**src/rtl/core/pli_queue.sv**
```systemverilog
// ---------------------------------------------------------------------------
// pli_queue
// Small FIFO that decouples the front end from the back end.
// ---------------------------------------------------------------------------
module pli_queue #(
    parameter int WIDTH = 8,
    parameter int DEPTH = 2
) (
    input  logic             clk,
    input  logic             rst_n,
    input  logic             push_valid,
    output logic             push_ready,
    input  logic [WIDTH-1:0] push_data,
    output logic             pop_valid,
    input  logic             pop_ready,
    output logic [WIDTH-1:0] pop_data
);
    localparam int PW = (DEPTH > 1) ? $clog2(DEPTH) : 1;

    logic [WIDTH-1:0] slot_reg [DEPTH];
    logic [PW-1:0]    wr_ptr_reg;
    logic [PW-1:0]    rd_ptr_reg;
    logic [PW:0]      count_reg;
    logic             do_push;
    logic             do_pop;

    assign push_ready = (count_reg != (PW+1)'(DEPTH));
    assign pop_valid  = (count_reg != '0);
    assign pop_data   = slot_reg[rd_ptr_reg];
    assign do_push    = push_valid && push_ready;
    assign do_pop     = pop_valid && pop_ready;

    always_ff @(posedge clk or negedge rst_n)
    begin
        if (!rst_n)
        begin
            wr_ptr_reg <= '0;
            rd_ptr_reg <= '0;
            count_reg  <= '0;
        end
        else
        begin
            if (do_push)
            begin
                wr_ptr_reg <= (wr_ptr_reg == PW'(DEPTH-1)) ? '0 : wr_ptr_reg + 1'b1;
            end
            if (do_pop)
            begin
                rd_ptr_reg <= (rd_ptr_reg == PW'(DEPTH-1)) ? '0 : rd_ptr_reg + 1'b1;
            end
            if (do_push && !do_pop)
            begin
                count_reg <= count_reg + 1'b1;
            end
            else if (do_pop && !do_push)
            begin
                count_reg <= count_reg - 1'b1;
            end
        end
    end

    always_ff @(posedge clk)
    begin
        if (do_push)
        begin
            slot_reg[wr_ptr_reg] <= push_data;
        end
    end
endmodule

```
**config.mk**
```make
export PLATFORM = sky130hd
export DESIGN_NAME = pli_queue
export DESIGN_NICKNAME = d
export VERILOG_FILES = /design/src/rtl/core/pli_queue.sv
export SDC_FILE = /design/constraint.sdc
export NUM_CORES = 1
export LEC_CHECK = 0
export ABC_AREA = 1
export ABC_CLOCK_PERIOD_IN_PS = 1950
export BUFFER_PORTS_ARGS = -buffer_cell sky130_fd_sc_hd__buf_4
export CORE_UTILIZATION = 49
export CTS_CLUSTER_SIZE = 28
export DETAILED_ROUTE_END_ITERATION = 10
export GPL_TIMING_DRIVEN = 0
export PLACE_DENSITY = 0.75
export SYNTH_ARGS = -nofsm -noshare
export SYNTH_HDL_FRONTEND = slang
export SYNTH_SLANG_ARGS = --single-unit
```
**constraint.sdc**
```tcl
create_clock -name clk -period 1.95 [get_ports clk]
set_clock_uncertainty 0.05 [all_clocks]
set_input_delay 0.195 -clock clk [delete_from_list [all_inputs] [get_ports clk]]
set_output_delay 0.195 -clock clk [all_outputs]
set_load 0.05 [all_outputs]
```
* Yosys cells after proc, flatten, opt, wreduce, memory -nomap -nowiden *
Memory sizes are Yosys's and may differ from the RTL's.
Cells that the tools add are included.

operators by class
  $add $sub $neg = 4
  $mul = 0
  divide/modulo/power cells = 0
  $lt $le $gt $ge = 0
  eq/ne operators = 1
  shift-type cells = 0
  mux-type cells = 6
  bitwise logic cells = 0
  reductions and logical operators = 8

operator list
  cell                                              count
  logical AND 1 bit                                 4
  2-to-1 mux 1 bit                                  4
  2-to-1 mux 2 bit                                  2
  nonzero test 2 bit                                2
  adder 1 bit, second input constant                2
  adder 2 x 1 -> 2 bit, second input constant       1
  zero test 1 bit                                   2
  inequality test 2 bit, second input constant      1
  subtractor 2 x 1 -> 2 bit, second input constant  1

word-level totals
  register bits = 4
  bits in latches = 0
  bits in writable memories = 16
  memory bits (read-only) = 0
  bits of input ports = 12
  output and inout port bits = 10
  word-level logic and storage cells = 23
  memories kept = 1

memory list
  memory    words  bits a word  rd ports  clocked after Yosys merged registers in  wr ports  RTL line  text
  slot_reg  2      8            1         0                                        1         20        logic [WIDTH-1:0] slot_reg [DEPTH];

* Logic depth before layout (Yosys ltp) *
Gate-level depths: netlist (run 1).

  depth in word-level cells = 6
  mapped depth = 10
  depth with buffers taken out = 10

* Least setup slack after synthesis (run 1) *
OpenSTA, ideal clock, no wires.

  kind = register -> register
  start = reg count_reg[1]
  end = reg count_reg[1]
  library setup time = 0.117 ns
  data arrival time = 1.317 ns
  required time = 1.783 ns
  setup slack = 0.466 ns
  cell stages (with the launch flop) = 9
  path buffers = 0
  path through = dfrtp_1 > inv_2 > nand2_2 > nand2_2 > ha_1 > inv_1 > nand3_1 > nand2_1 > nand2_1

on the way
  cells in the longest elaborated chain, start to end = 5

ends and longest elaborated chain
  element                                                        RTL line  text
  start: declaration                                             23        logic [PW:0] count_reg;
  start signal: assignment                                       53        count_reg <= count_reg + 1'b1;
  start signal: assignment                                       57        count_reg <= count_reg - 1'b1;
  nonzero test 2 bit *                                           28        assign pop_valid = (count_reg != '0);
  named net pop_valid                                            14        output logic pop_valid,
  logical AND 1 bit *                                            31        assign do_pop = pop_valid && pop_ready;
  zero test 1 bit                                                51        if (do_push && !do_pop)
  logical AND 1 bit                                              51
  2-to-1 mux 2 bit / nonzero test 2 bit (equally long branches)  --

The timed path passes the listed nets; every way through them passes the cells marked *. The select of a mux whose other input is x is not followed.
A chain may end at the register's enable or synchronous reset.

* Worst setup path in the final report (run 1) *
  start = reg count_reg[0]
  end = mem slot_reg[0][7], enable pin

on the way
  cells in the longest elaborated chain, start to end = 4

ends and longest elaborated chain
  element                                 RTL line  text
  inequality test 2 bit                   27        assign push_ready = (count_reg != (PW+1)'(DEPTH));
  logical AND 1 bit                       30        assign do_push = push_valid && push_ready;
  2-to-1 mux 1 bit                        64        if (do_push)
  2-to-1 mux 1 bit (not written as such)  66        slot_reg[wr_ptr_reg] <= push_data;
  end: declaration                        20

Every way passes these cells.

==> impl_summary.log, run 1 <==
INFO  metric outcome = finished clean
INFO  metric vias_per_cell = 4.77
INFO  metric async_reset_ff_share = roughly a fifth
INFO  metric clock_power_share = 10.3%
INFO  metric synth.distinct_cells = 14
INFO  metric startpoint_type = flop
INFO  metric ys_top_cells_by_count = sky130_fd_sc_hd__nand2_1, sky130_fd_sc_hd__edfxtp_1, sky130_fd_sc_hd__dfrtp_1, sky130_fd_sc_hd__inv_1, sky130_fd_sc_hd__inv_2
INFO  metric netlist.area_leader.share = between 50% and 60%
INFO  metric timing.final.ws_setup = 0.398 ns
INFO  metric timing.critical_path.mode_cell = sky130_fd_sc_hd__nand2_4
INFO  metric grt_pass1_wl = approximately 2.1 mm
INFO  metric port_buffers = 21
INFO  metric worstHoldPathCells = 1
INFO  metric cpPeakStageDelay = 0.52 ns
INFO  metric synthesis.area_per_instance = between 10 and 15 um2
INFO  metric ys_warn_count = 0
INFO  metric timing_worst_slew_pin_value = around 0.68 ns
INFO  metric max-vdd-ir-drop = approximately 1 mV
INFO  metric route.detailed.drc = 0
INFO  metric drt-total-wl = approximately 1.3 mm
INFO  metric rows = 14
INFO  metric critPathSlowestCell = sky130_fd_sc_hd__nor2_1
INFO  metric finalInstanceArea = ~0.0010 mm2
INFO  metric synth_most_common_cell = sky130_fd_sc_hd__nand2_1
INFO  metric timing_worst_setup_path_type = reg2reg
INFO  metric grt_setup_unrepaired = false
INFO  metric fmax = approximately 640 MHz
INFO  metric power.leakage = roughly 0.00049 uW
INFO  metric post_cts.resized_instances = 0
INFO  metric number_of_failing_setup_endpoints_in_the_final_timing_report = 0
INFO  metric grt_antenna_before_repair = 0
INFO  metric cts_tree = built
INFO  metric fin_util = between 60% and 70%
INFO  metric finalMaxSlewViolations = 0
INFO  metric synth_enable_flop_cells = 16
INFO  metric grt_use_total = between 10% and 20%
INFO  metric wire_per_inst = approximately 11 um
INFO  metric design.final.nets = 110
INFO  metric period_minus_slack = between 1.5 and 2 ns
INFO  metric cts.root.buffer_cell = sky130_fd_sc_hd__clkbuf_4
INFO  metric worst_path_dominant_cell_family = simple AND/OR/NAND/NOR gates
INFO  metric power_frac_comb = 54.4%
INFO  metric critical_path.cell_chain = inv_2, nand2_4, nand2_4, nor2_1
INFO  metric fp.dieH = 43.1 um
INFO  metric worstRegToRegCells = 4
INFO  metric ios = 22
INFO  metric clockBufferDepth = 2
INFO  metric grt_overflow_total = 0
INFO  metric final_min_period_over_clock_period = between 70% and 80%
INFO  metric fp.dieW = ~43 um
INFO  metric antennaDiodeCount = 0
INFO  metric dr.pass1.iters = 4
INFO  metric switch_share = a little under half
INFO  metric final_layout_size_suffix_gt1_share = between 30% and 40%
INFO  metric pin_count_of_the_biggest_net_entering_global_routing = 12
INFO  metric critical_path.n_buffers_inverters = 1
INFO  metric fin_tns_setup = 0 ns
INFO  metric flip_flop_and_latch_count_after_synthesis = 20
INFO  metric worst-endpoint-arrival = 1.43 ns
INFO  metric synth.yosys.seq_area_share = 70.2%
INFO  metric numClockSinks = 20
INFO  metric cts_htree_levels = 1
INFO  metric worstPathMaxFanout = 8
INFO  metric slew_headroom = a little over half
INFO  metric postSynthNetCount = between 80 and 90
INFO  metric areaGrowthSynthToFinish = 25.9%
INFO  metric post_synth_main_area_contributors = sky130_fd_sc_hd__edfxtp_1, sky130_fd_sc_hd__nand2_1, sky130_fd_sc_hd__dfrtp_1
INFO  metric hpwl = roughly 900 um
INFO  metric worst_hold_path.endpoint = slot_reg[0][2]
INFO  metric critPathRequiredTime = between 1.5 and 2 ns
INFO  metric total_switching_power = around 870 uW
INFO  metric cell_internal_pwr = a little under 1000 uW
INFO  metric cap_violations = 0
INFO  metric rrSetupSlack = just under 0.4 ns
INFO  metric remaining_antenna_violation_count_after_routing = 0
INFO  metric numCtsBuffers = 3
INFO  metric worstHoldPathType = in2reg
INFO  metric ys_dominant_reg_cell = sky130_fd_sc_hd__edfxtp_1
INFO  metric placement.cell_area = around 0.001 mm2
INFO  metric finalHoldViolations = 0
INFO  metric post_synth_instance_area = slightly above 800 um2
INFO  metric hold_start = push_data[2]
INFO  metric largest_register_ffs = 16
INFO  metric pre_cts_slack = 0.369 ns
INFO  metric die_ar = 0.00186 mm2
INFO  metric core = 0.00154 mm2
INFO  metric gp_congestion = 0.801
INFO  metric first_global_vias = 500
INFO  metric initial_core_util = around 54%
INFO  metric worstReg2RegEnd = slot_reg[0][7]
INFO  metric sequentialPowerShare = a little over a third
INFO  metric crit-reg2reg-launch = count_reg[0]
INFO  metric critical_path_start = count_reg[0]
INFO  metric number_of_standard_cells_after_synthesis = 70
INFO  metric clock_insertion_delay_at_the_later_pin_of_the_skew_report = about 0.28 ns
INFO  metric cts.clk_slew.worst_paths = approximately 0.11 ns
INFO  metric power_density = around 1800 mW/mm2
INFO  metric detail_route.iter0.violations = 18
INFO  metric cp-end-kind = flop
INFO  metric synth_top_cell_by_area = sky130_fd_sc_hd__edfxtp_1
INFO  metric dr_total_vias = between 500 and 600
==> kinds of logic after synthesis <==
logic type / synth area share [%]
adders and majority gates: 1.51
xor gates and xnor gates: 3.03
buffers and inverters: 4.54
DFF: 70.2
and+or+nand+nor: 20.7
==> layout make-up <==
| type | instances | area, um2 |
|---|---|---|
| Sequential cell | 20 | 581 |
| Fill cell | 116 | 500 |
| Multi-Input combinational cell | 42 | 209 |
| Inverter | 7 | 26.3 |
| Timing Repair Buffer | 22 | 168 |
| Clock buffer | 3 | 22.5 |
| Clock inverter | 1 | 3.75 |
| Tap cell | 16 | 20.0 |
| Buffer | 1 | 11.3 |
==> worst max-delay path by stage <==
stage | depth (start not counted) | endpoint | slack [ns]
after floorplan | 8 | count_reg[1] | 0.47
after global placement | 4 | slot_reg[1][5] | 0.38
after detailed placement | 4 | slot_reg[1][4] | 0.37
after CTS | 4 | slot_reg[1][1] | 0.36
after global routing | 4 | slot_reg[1][1] | 0.25
final | 4 | slot_reg[0][7] | 0.40
==> metal layers <==
metal / routed length (um) / vias to the layer above / share of wire (%) / track usage [%]
met5: 0 / - / 0 / 0
met4: 6 / 0 / 0.48 / 5.45
met3: 55 / 2 / 4.4 / 4.26
met2: 674 / 19 / 53 / 26.9
met1: 524 / 238 / 42 / 19.5
li1: - / 275 / - / -
==> power groups by stage <==
stage | Combinational, uW | Clock [uW] | Sequential (uW)
6_report | 998 | 189 | 646
5_1_grt | 1070 | 211 | 658
4_1_cts | 1010 | 196 | 648
3_5_place_dp | 1000 | 0 | 657
3_3_place_gp | 982 | 0 | 653
2_1_floorplan | 741 | 0 | 648
==> worst reg2reg max path, delay by kind of cell, from the launching register on <==
kind                   cells  cell delay [ns]
flip-flops                 1             0.41
AND/OR/NAND/NOR            3             0.65
buffers and inverters      1             0.08
==> placed cells by master (no fill, tap or decap), types with 2 or more instances in the layout <==
| cell type | count |
|---|---|
| sky130_fd_sc_hd__nand2_4 | 2 |
| sky130_fd_sc_hd__clkbuf_4 | 3 |
| sky130_fd_sc_hd__inv_1 | 4 |
| sky130_fd_sc_hd__nand2_1 | 30 |
| sky130_fd_sc_hd__nand3_1 | 2 |
| sky130_fd_sc_hd__inv_2 | 3 |
| sky130_fd_sc_hd__nor2_1 | 2 |
| sky130_fd_sc_hd__buf_4 | 21 |
| sky130_fd_sc_hd__dfrtp_1 | 4 |
| sky130_fd_sc_hd__nand2_2 | 2 |
| sky130_fd_sc_hd__edfxtp_1 | 16 |
==> per-stage QoR <==
stage	power, uW	std cells	hold WS (ns)
finish	1830	112	0.0308
global route	1940	112	0.0166
CTS	1850	112	0.0244
detailed placement	1660	107	-0.0542
global placement	1630	107	-0.0543
floorplan	1390	70	-0.151
==> timing repair <==
item,in CTS,in global routing
setup buffers,0,0
hold buffers,1,0
endpoints found under the hold margin,4,0
(Power assumes the default switching activity.)
==> run 2, diff against run 1 <==
--- a/config.mk
+++ b/config.mk
@@ -6,13 +6,13 @@
 export NUM_CORES = 1
 export LEC_CHECK = 0
 export ABC_AREA = 1
-export ABC_CLOCK_PERIOD_IN_PS = 1950
+export ABC_CLOCK_PERIOD_IN_PS = 1400
 export BUFFER_PORTS_ARGS = -buffer_cell sky130_fd_sc_hd__buf_4
-export CORE_UTILIZATION = 49
+export CORE_UTILIZATION = 44
 export CTS_CLUSTER_SIZE = 28
 export DETAILED_ROUTE_END_ITERATION = 10
 export GPL_TIMING_DRIVEN = 0
-export PLACE_DENSITY = 0.75
+export PLACE_DENSITY = 0.71
 export SYNTH_ARGS = -nofsm -noshare
 export SYNTH_HDL_FRONTEND = slang
 export SYNTH_SLANG_ARGS = --single-unit
==> constraint.sdc (replaced) <==
create_clock -name clk -period 1.4 [get_ports clk]
set_clock_uncertainty 0.05 [all_clocks]
set_input_delay 0.14 -clock clk [delete_from_list [all_inputs] [get_ports clk]]
set_output_delay 0.14 -clock clk [all_outputs]
set_load 0.05 [all_outputs]
==> impl_summary.log, run 2 (same netlist as run 1, synthesis figures left out) <==
INFO  metric outcome = finished clean
INFO  metric power.leakage = 0.000552 uW (+14%)
INFO  metric startpoint_type = flop
INFO  metric worst-endpoint-arrival = 1.19 ns (-0.24 ns)
INFO  metric drt-total-wl = 1.58 mm (+25%)
INFO  metric fp.dieW = 45.4 um (+5.3%)
INFO  metric clockBufferDepth = 2 (unchanged)
INFO  metric final_common_cell = sky130_fd_sc_hd__nand2_1
INFO  metric cts_tree = built
INFO  metric design.final.nets = 120 (+9.1%)
INFO  metric grt_use_total = 17.6% (+1.7 points)
INFO  metric rrSetupSlack = 0.04 ns (-0.36 ns)
INFO  metric numCtsBuffers = 3 (unchanged)
INFO  metric switch_share = 43.9% (-3.4 points)
INFO  metric setup.worst_path.end = pop_data[1]
INFO  metric cts_htree_levels = 1 (unchanged)
INFO  metric dr_total_vias = 600 (+12%)
INFO  metric rows = 15 (+1)
INFO  metric grt_antenna_before_repair = 0 (unchanged)
INFO  metric worstPathMaxFanout = 10 (+2)
INFO  metric finalMaxSlewViolations = 0 (unchanged)
INFO  metric port_buffers = 21 (unchanged)
INFO  metric grt_pass1_wl = 2.42 mm (+14%)
INFO  metric route.detailed.drc = 0 (unchanged)
INFO  metric final_layout_size_suffix_gt1_share = 37.7% (+3.4 points)
INFO  metric critPathSlowestCell = sky130_fd_sc_hd__dfrtp_1
INFO  metric fin_util = 70.4% (+2.9 points)
INFO  metric hold_ws = 0.0748 ns (+0.0440 ns)
INFO  metric wire_per_inst = 12.0 um (+7.0%)
INFO  metric first_global_vias = 575 (+15%)
INFO  metric crit-reg2reg-launch = count_reg[1]
INFO  metric largest_register_ffs = 16 (unchanged)
INFO  metric worstHoldPathType = in2reg
INFO  metric critical_path.cell_chain = buf_6, inv_8, nand2_1, nand2_1, buf_6
INFO  metric remaining_antenna_violation_count_after_routing = 0 (unchanged)
INFO  metric areaGrowthSynthToFinish = 48.6%
INFO  metric gp_congestion = 0.743 (-7.2%)
INFO  metric critical_path.n_buffers_inverters = 3 (+2)
INFO  metric cts.clk_slew.worst_paths = 0.10 ns (about the same)
INFO  metric finalHoldViolations = 0 (unchanged)
INFO  metric antennaDiodeCount = 0 (unchanged)
INFO  metric grt_setup_unrepaired = true
INFO  metric number_of_failing_setup_endpoints_in_the_final_timing_report = 0 (unchanged)
INFO  metric fmax = roughly 730 MHz
INFO  metric worstReg2RegEnd = slot_reg[0][7]
INFO  metric final_min_period_over_clock_period = 98.5%
INFO  metric slew_headroom = 69.4% (+15 points)
INFO  metric timing_worst_setup_path_type = reg2out
INFO  metric cap_violations = 0 (unchanged)
INFO  metric finalInstanceArea = 0.00123 mm2 (+18%)
INFO  metric total_switching_power = 1310 uW (+52%)
INFO  metric worst_path_dominant_cell_family = buffers and inverters
INFO  metric sequentialPowerShare = 30.1% (-5.2 points)
INFO  metric grt_overflow_total = 0 (unchanged)
INFO  metric max-vdd-ir-drop = 1.44 mV (+42%)
INFO  metric ios = 22 (unchanged)
INFO  metric critical_path_start = rd_ptr_reg
INFO  metric num-fill-cells = 126 (+8.6%)
INFO  metric cpPeakStageDelay = 0.38 ns (-0.14 ns)
INFO  metric numClockSinks = 20 (unchanged)
INFO  metric core = 0.00175 mm2 (+13%)
INFO  metric die_ar = 0.00206 mm2 (+11%)
INFO  metric pin_count_of_the_biggest_net_entering_global_routing = 13 (+1)
INFO  metric worstSetupPathDepth = 5 (+1)
INFO  metric hpwl = 1.03 mm (+14%)
INFO  metric cell_internal_pwr = 1680 uW (+74%)
INFO  metric dr.pass1.iters = 4 (unchanged)
INFO  metric critPathRequiredTime = 1.21 ns (-0.62 ns)
INFO  metric placement.cell_area = 0.00102 mm2 (+1.1%)
INFO  metric clock_insertion_delay_at_the_later_pin_of_the_skew_report = 0.29 ns (about the same)
INFO  metric cts.root.buffer_cell = sky130_fd_sc_hd__clkbuf_4
INFO  metric worstRegToRegCells = 3 (-1)
INFO  metric power_density = 2440 mW/mm2 (+38%)
INFO  metric timing_worst_slew_pin_value = 0.459 ns (-0.220 ns)
INFO  metric initial_core_util = 47.4% (-6.3 points)
INFO  metric fp.dieH = 45.4 um (+5.3%)
INFO  metric power_frac_comb = 54.6% (+0.2 points)
INFO  metric period_minus_slack = around 1.4 ns
INFO  metric layout.cells.most_common_list = sky130_fd_sc_hd__nand2_1, sky130_fd_sc_hd__edfxtp_1, sky130_fd_sc_hd__buf_4
INFO  metric vias_per_cell = 4.58 (-3.9%)
INFO  metric detail_route.iter0.violations = 5 (-13)
INFO  metric clock_power_share = 15.3% (+5.0 points)
INFO  metric cp-end-kind = output port
-- run 2: repair_timing --
| action | in CTS | in global routing |
|---|---|---|
| hold buffers | 9 | 0 |
| setup endpoints to repair | 25 | 25 |
| hold endpoints to repair | 20 | 0 |
| resized for setup | 10 | 5 |
| pin swaps | 0 | 1 |
| setup buffers | 1 | 1 |
| gates cloned | 0 | 0 |
-- run 2: how the worst min path moves through the flow --
stage                   start      endpoint  slack [ns]  cells after the start
floorplan               rst_n  count_reg[0]       -0.21                      0
global placement        rst_n  count_reg[1]       -0.11                      1
detailed placement      rst_n    wr_ptr_reg       -0.11                      1
CTS                 pop_ready    rd_ptr_reg        0.04                      3
global route        pop_ready    rd_ptr_reg        0.07                      3
finish              pop_ready    rd_ptr_reg        0.07                      3
-- run 2: layer usage --
metal / up-vias / wire [um] / GRT usage [%]
met1: 279 / 603 / 20.5
met2: 19 / 864 / 30.1
met5: - / 0 / 0
li1: 294 / - / -
met4: 0 / 54 / 9.09
met3: 8 / 57 / 4.00
-- run 2: cell type report --
| type | count | area (um2) | share of cell area, % |
|---|---|---|---|
| flip-flops and latches | 20 | 581 | 47.3 |
| repair buffers | 32 | 293 | 23.8 |
| multi-input cells | 42 | 226 | 18.4 |
| inverters | 7 | 33.8 | 2.75 |
| well taps | 25 | 31.3 | 2.55 |
| clock inverters | 1 | 30.0 | 2.44 |
| clock buffers | 3 | 22.5 | 1.83 |
| plain buffers | 1 | 11.3 | 0.916 |
-- run 2: power by group through the flow --
stage                     Clock (uW)  Sequential [uW]  Combinational [uW]
after floorplan                    0              902                1030
after global placement             0              908                1380
after detailed placement           0              920                1400
after CTS                        467              900                1570
after global routing             490              915                1750
final                            459              902                1640
-- run 2: tightest hold or removal path, stage by stage --
cell and delay (ns):
sky130_fd_sc_hd__buf_4 0.09, sky130_fd_sc_hd__nand3_1 0.08, sky130_fd_sc_hd__nand2_1 0.07
-- run 2: metrics by stage --
stage / std cells / worst slack (ns) / total power [uW] / setup TNS [ns]
after floorplan: 70 / -0.0844 / 1930 / -1.37
after global placement: 116 / -0.162 / 2280 / -2.49
after detailed placement: 116 / -0.236 / 2320 / -3.48
after CTS: 130 / 0.000507 / 2940 / 0
after global routing: 131 / -0.0391 / 3150 / -0.419
final: 131 / 0.0210 / 3000 / 0
==> run 3, diff against run 2 <==
--- a/config.mk
+++ b/config.mk
@@ -9,10 +9,12 @@
 export ABC_CLOCK_PERIOD_IN_PS = 1400
 export BUFFER_PORTS_ARGS = -buffer_cell sky130_fd_sc_hd__buf_4
 export CORE_UTILIZATION = 44
-export CTS_CLUSTER_SIZE = 28
+export CTS_CLUSTER_DIAMETER = 60
+export CTS_CLUSTER_SIZE = 30
 export DETAILED_ROUTE_END_ITERATION = 10
 export GPL_TIMING_DRIVEN = 0
 export PLACE_DENSITY = 0.71
+export RECOVER_POWER = 25
 export SYNTH_ARGS = -nofsm -noshare
 export SYNTH_HDL_FRONTEND = slang
 export SYNTH_SLANG_ARGS = --single-unit
==> impl_summary.log, run 3 (same netlist as run 1, synthesis figures left out) <==
INFO  metric clock_insertion_delay_at_the_later_pin_of_the_skew_report = 0.29 ns (about the same)
INFO  metric critPathRequiredTime = 1.21 ns (about the same)
INFO  metric rows = 15 (unchanged)
INFO  metric worstHoldPathCells = 3 (unchanged)
INFO  metric grt_setup_unrepaired = true
INFO  metric dr.pass1.iters = 4 (unchanged)
INFO  metric layout.cells.most_common_list = sky130_fd_sc_hd__nand2_1, sky130_fd_sc_hd__edfxtp_1, sky130_fd_sc_hd__buf_4
INFO  metric cts.root.buffer_cell = sky130_fd_sc_hd__clkbuf_4
INFO  metric grt_overflow_total = 0 (unchanged)
INFO  metric vias_per_cell = 4.59 (+0.17%)
INFO  metric worstHoldPathType = in2reg
INFO  metric hold_start = pop_ready
INFO  metric design.final.nets = 120 (unchanged)
INFO  metric crit-reg2reg-launch = count_reg[1]
INFO  metric period_minus_slack = 1.38 ns (-0.000000100 ns)
INFO  metric fmax = 725 MHz (unchanged)
INFO  metric remaining_antenna_violation_count_after_routing = 0 (unchanged)
INFO  metric port_buffers = 21 (unchanged)
INFO  metric stdcell_count = 131 (unchanged)
INFO  metric outcome = finished clean
INFO  metric ios = 22 (unchanged)
INFO  metric numClockSinks = 20 (unchanged)
INFO  metric critical_path_start = rd_ptr_reg
INFO  metric route.detailed.drc = 0 (unchanged)
INFO  metric wire_per_inst = 12.0 um (about the same)
INFO  metric grt_use_total = 17.6% (unchanged)
INFO  metric finalMaxSlewViolations = 0 (unchanged)
INFO  metric critPathSlowestCell = sky130_fd_sc_hd__dfrtp_1
INFO  metric die_ar = 0.00206 mm2 (unchanged)
INFO  metric rrSetupSlack = 0.04 ns (about the same)
INFO  metric grt_pass1_wl = 2.42 mm (unchanged)
INFO  metric cts_htree_levels = 1 (unchanged)
INFO  metric drt-total-wl = 1.58 mm (about the same)
INFO  metric startpoint_type = flop
INFO  metric fin_tns_setup = 0 ns (unchanged)
INFO  metric cts_tree = built
INFO  metric first_global_vias = 575 (unchanged)
INFO  metric worstReg2RegEnd = slot_reg[0][7]
INFO  metric final_common_cell = sky130_fd_sc_hd__nand2_1
INFO  metric worst_path_dominant_cell_family = buffers and inverters
INFO  metric worstPathMaxFanout = 10 (unchanged)
INFO  metric slew_headroom = 69.4% (about the same)
INFO  metric placed_cells_incl_taps = 116 (unchanged)
INFO  metric cap_violations = 0 (unchanged)
INFO  metric fp.dieH = 45.4 um (unchanged)
INFO  metric worst-endpoint-arrival = 1.19 ns (about the same)
INFO  metric initial_core_util = 47.4% (unchanged)
INFO  metric worst_hold_path.endpoint = rd_ptr_reg
INFO  metric hpwl = 1.03 mm (unchanged)
INFO  metric critical_path.cell_chain = buf_6, inv_8, nand2_1, nand2_1, buf_6
INFO  metric number_of_failing_setup_endpoints_in_the_final_timing_report = 0 (unchanged)
INFO  metric worstRegToRegCells = 3 (unchanged)
INFO  metric critical_path.n_buffers_inverters = 3 (unchanged)
INFO  metric timing_worst_slew_pin_value = 0.459 ns (+0.00000596 ns)
INFO  metric dr_total_vias = 601 (+0.17%)
INFO  metric pin_count_of_the_biggest_net_entering_global_routing = 13 (unchanged)
INFO  metric power_density = 2440 mW/mm2 (+0.25%)
INFO  metric antennaDiodeCount = 0 (unchanged)
INFO  metric timing_worst_setup_path_type = reg2out
INFO  metric final_min_period_over_clock_period = 98.5% (about the same)
INFO  metric cts.clk_slew.worst_paths = 0.10 ns (about the same)
INFO  metric grt_antenna_before_repair = 0 (unchanged)
INFO  metric numCtsBuffers = 3 (unchanged)
INFO  metric cp-end-kind = output port
INFO  metric clockBufferDepth = 2 (unchanged)
INFO  metric finalHoldViolations = 0 (unchanged)
INFO  metric power.leakage = 0.000549 uW (-0.69%)
INFO  metric total_power = 2990 uW (about the same)
INFO  metric fp.dieW = 45.4 um (unchanged)
INFO  metric max-vdd-ir-drop = 1.43 mV (-0.66%)
INFO  metric areaGrowthSynthToFinish = 48.1%
INFO  metric detail_route.iter0.violations = 5 (unchanged)
INFO  metric core = 0.00175 mm2 (unchanged)
INFO  metric largest_register_ffs = 16 (unchanged)
INFO  metric final_layout_size_suffix_gt1_share = 36.8% (-0.94 points)
INFO  metric gp_congestion = 0.743 (unchanged)
INFO  metric cpPeakStageDelay = 0.38 ns (about the same)
## run 3: changes by cell type in the layout (fill, tap and decap cells not counted), sizes merged
cell    delta
clkbuf     +2
buf        -2
## run 3: layout make-up
class / instances / area [um2]
fillers: 128 / 520
inverters: 7 / 33.8
clock buffers: 3 / 22.5
plain buffers: 1 / 11.3
well taps: 25 / 31.3
clock inverters: 1 / 30.0
repair buffers: 32 / 289
multi-input cells: 42 / 226
flip-flops and latches: 20 / 581
## run 3: how the worst max path moves through the flow
stage,cells after the start,endpoint
6_report,5,pop_data[1]
5_1_grt,5,pop_data[3]
4_1_cts,5,pop_data[2]
3_5_place_dp,4,slot_reg[1][2]
3_3_place_gp,4,slot_reg[1][2]
2_1_floorplan,8,count_reg[1]
## run 3: what timing repair did
item	CTS	global route
hold endpoints to repair	20	0
buffers inserted	1	1
endpoints found under the setup margin	25	25
pin swaps	0	1
hold buffers	9	0
gates resized for setup	10	5
## run 3: per-layer routing
| layer | up-vias | wire length [um] | GRT usage [%] |
|---|---|---|---|
| met2 | 19 | 861 | 30.1 |
| met5 | - | 0 | 0 |
| met3 | 8 | 57 | 4.00 |
| met4 | 0 | 54 | 9.09 |
| li1 | 295 | - | - |
| met1 | 279 | 603 | 20.5 |
## run 3: worst min-delay path: stages
cell and delay, ns:
sky130_fd_sc_hd__buf_4 0.09, sky130_fd_sc_hd__nand3_1 0.08, sky130_fd_sc_hd__nand2_1 0.07
## run 3: where the power goes
part | leakage (uW) | switching (uW) | internal, uW
combinational | 0.000324 | 1070 | 562
clock | 0.0000279 | 170 | 289
sequential | 0.000196 | 72.3 | 830
total | 0.000549 | 1310 | 1680
## run 3: per-stage QoR
step                util, %  hold slack, ns  setup WS [ns]  cell area, um2
finish                 70.2          0.0748         0.0210            1220
floorplan                 -          -0.206        -0.0844             827
global route           70.2          0.0659        -0.0391            1220
detailed placement     58.2          -0.111         -0.236            1020
CTS                    69.2          0.0387       0.000507            1210
global placement       58.2          -0.110         -0.162            1020
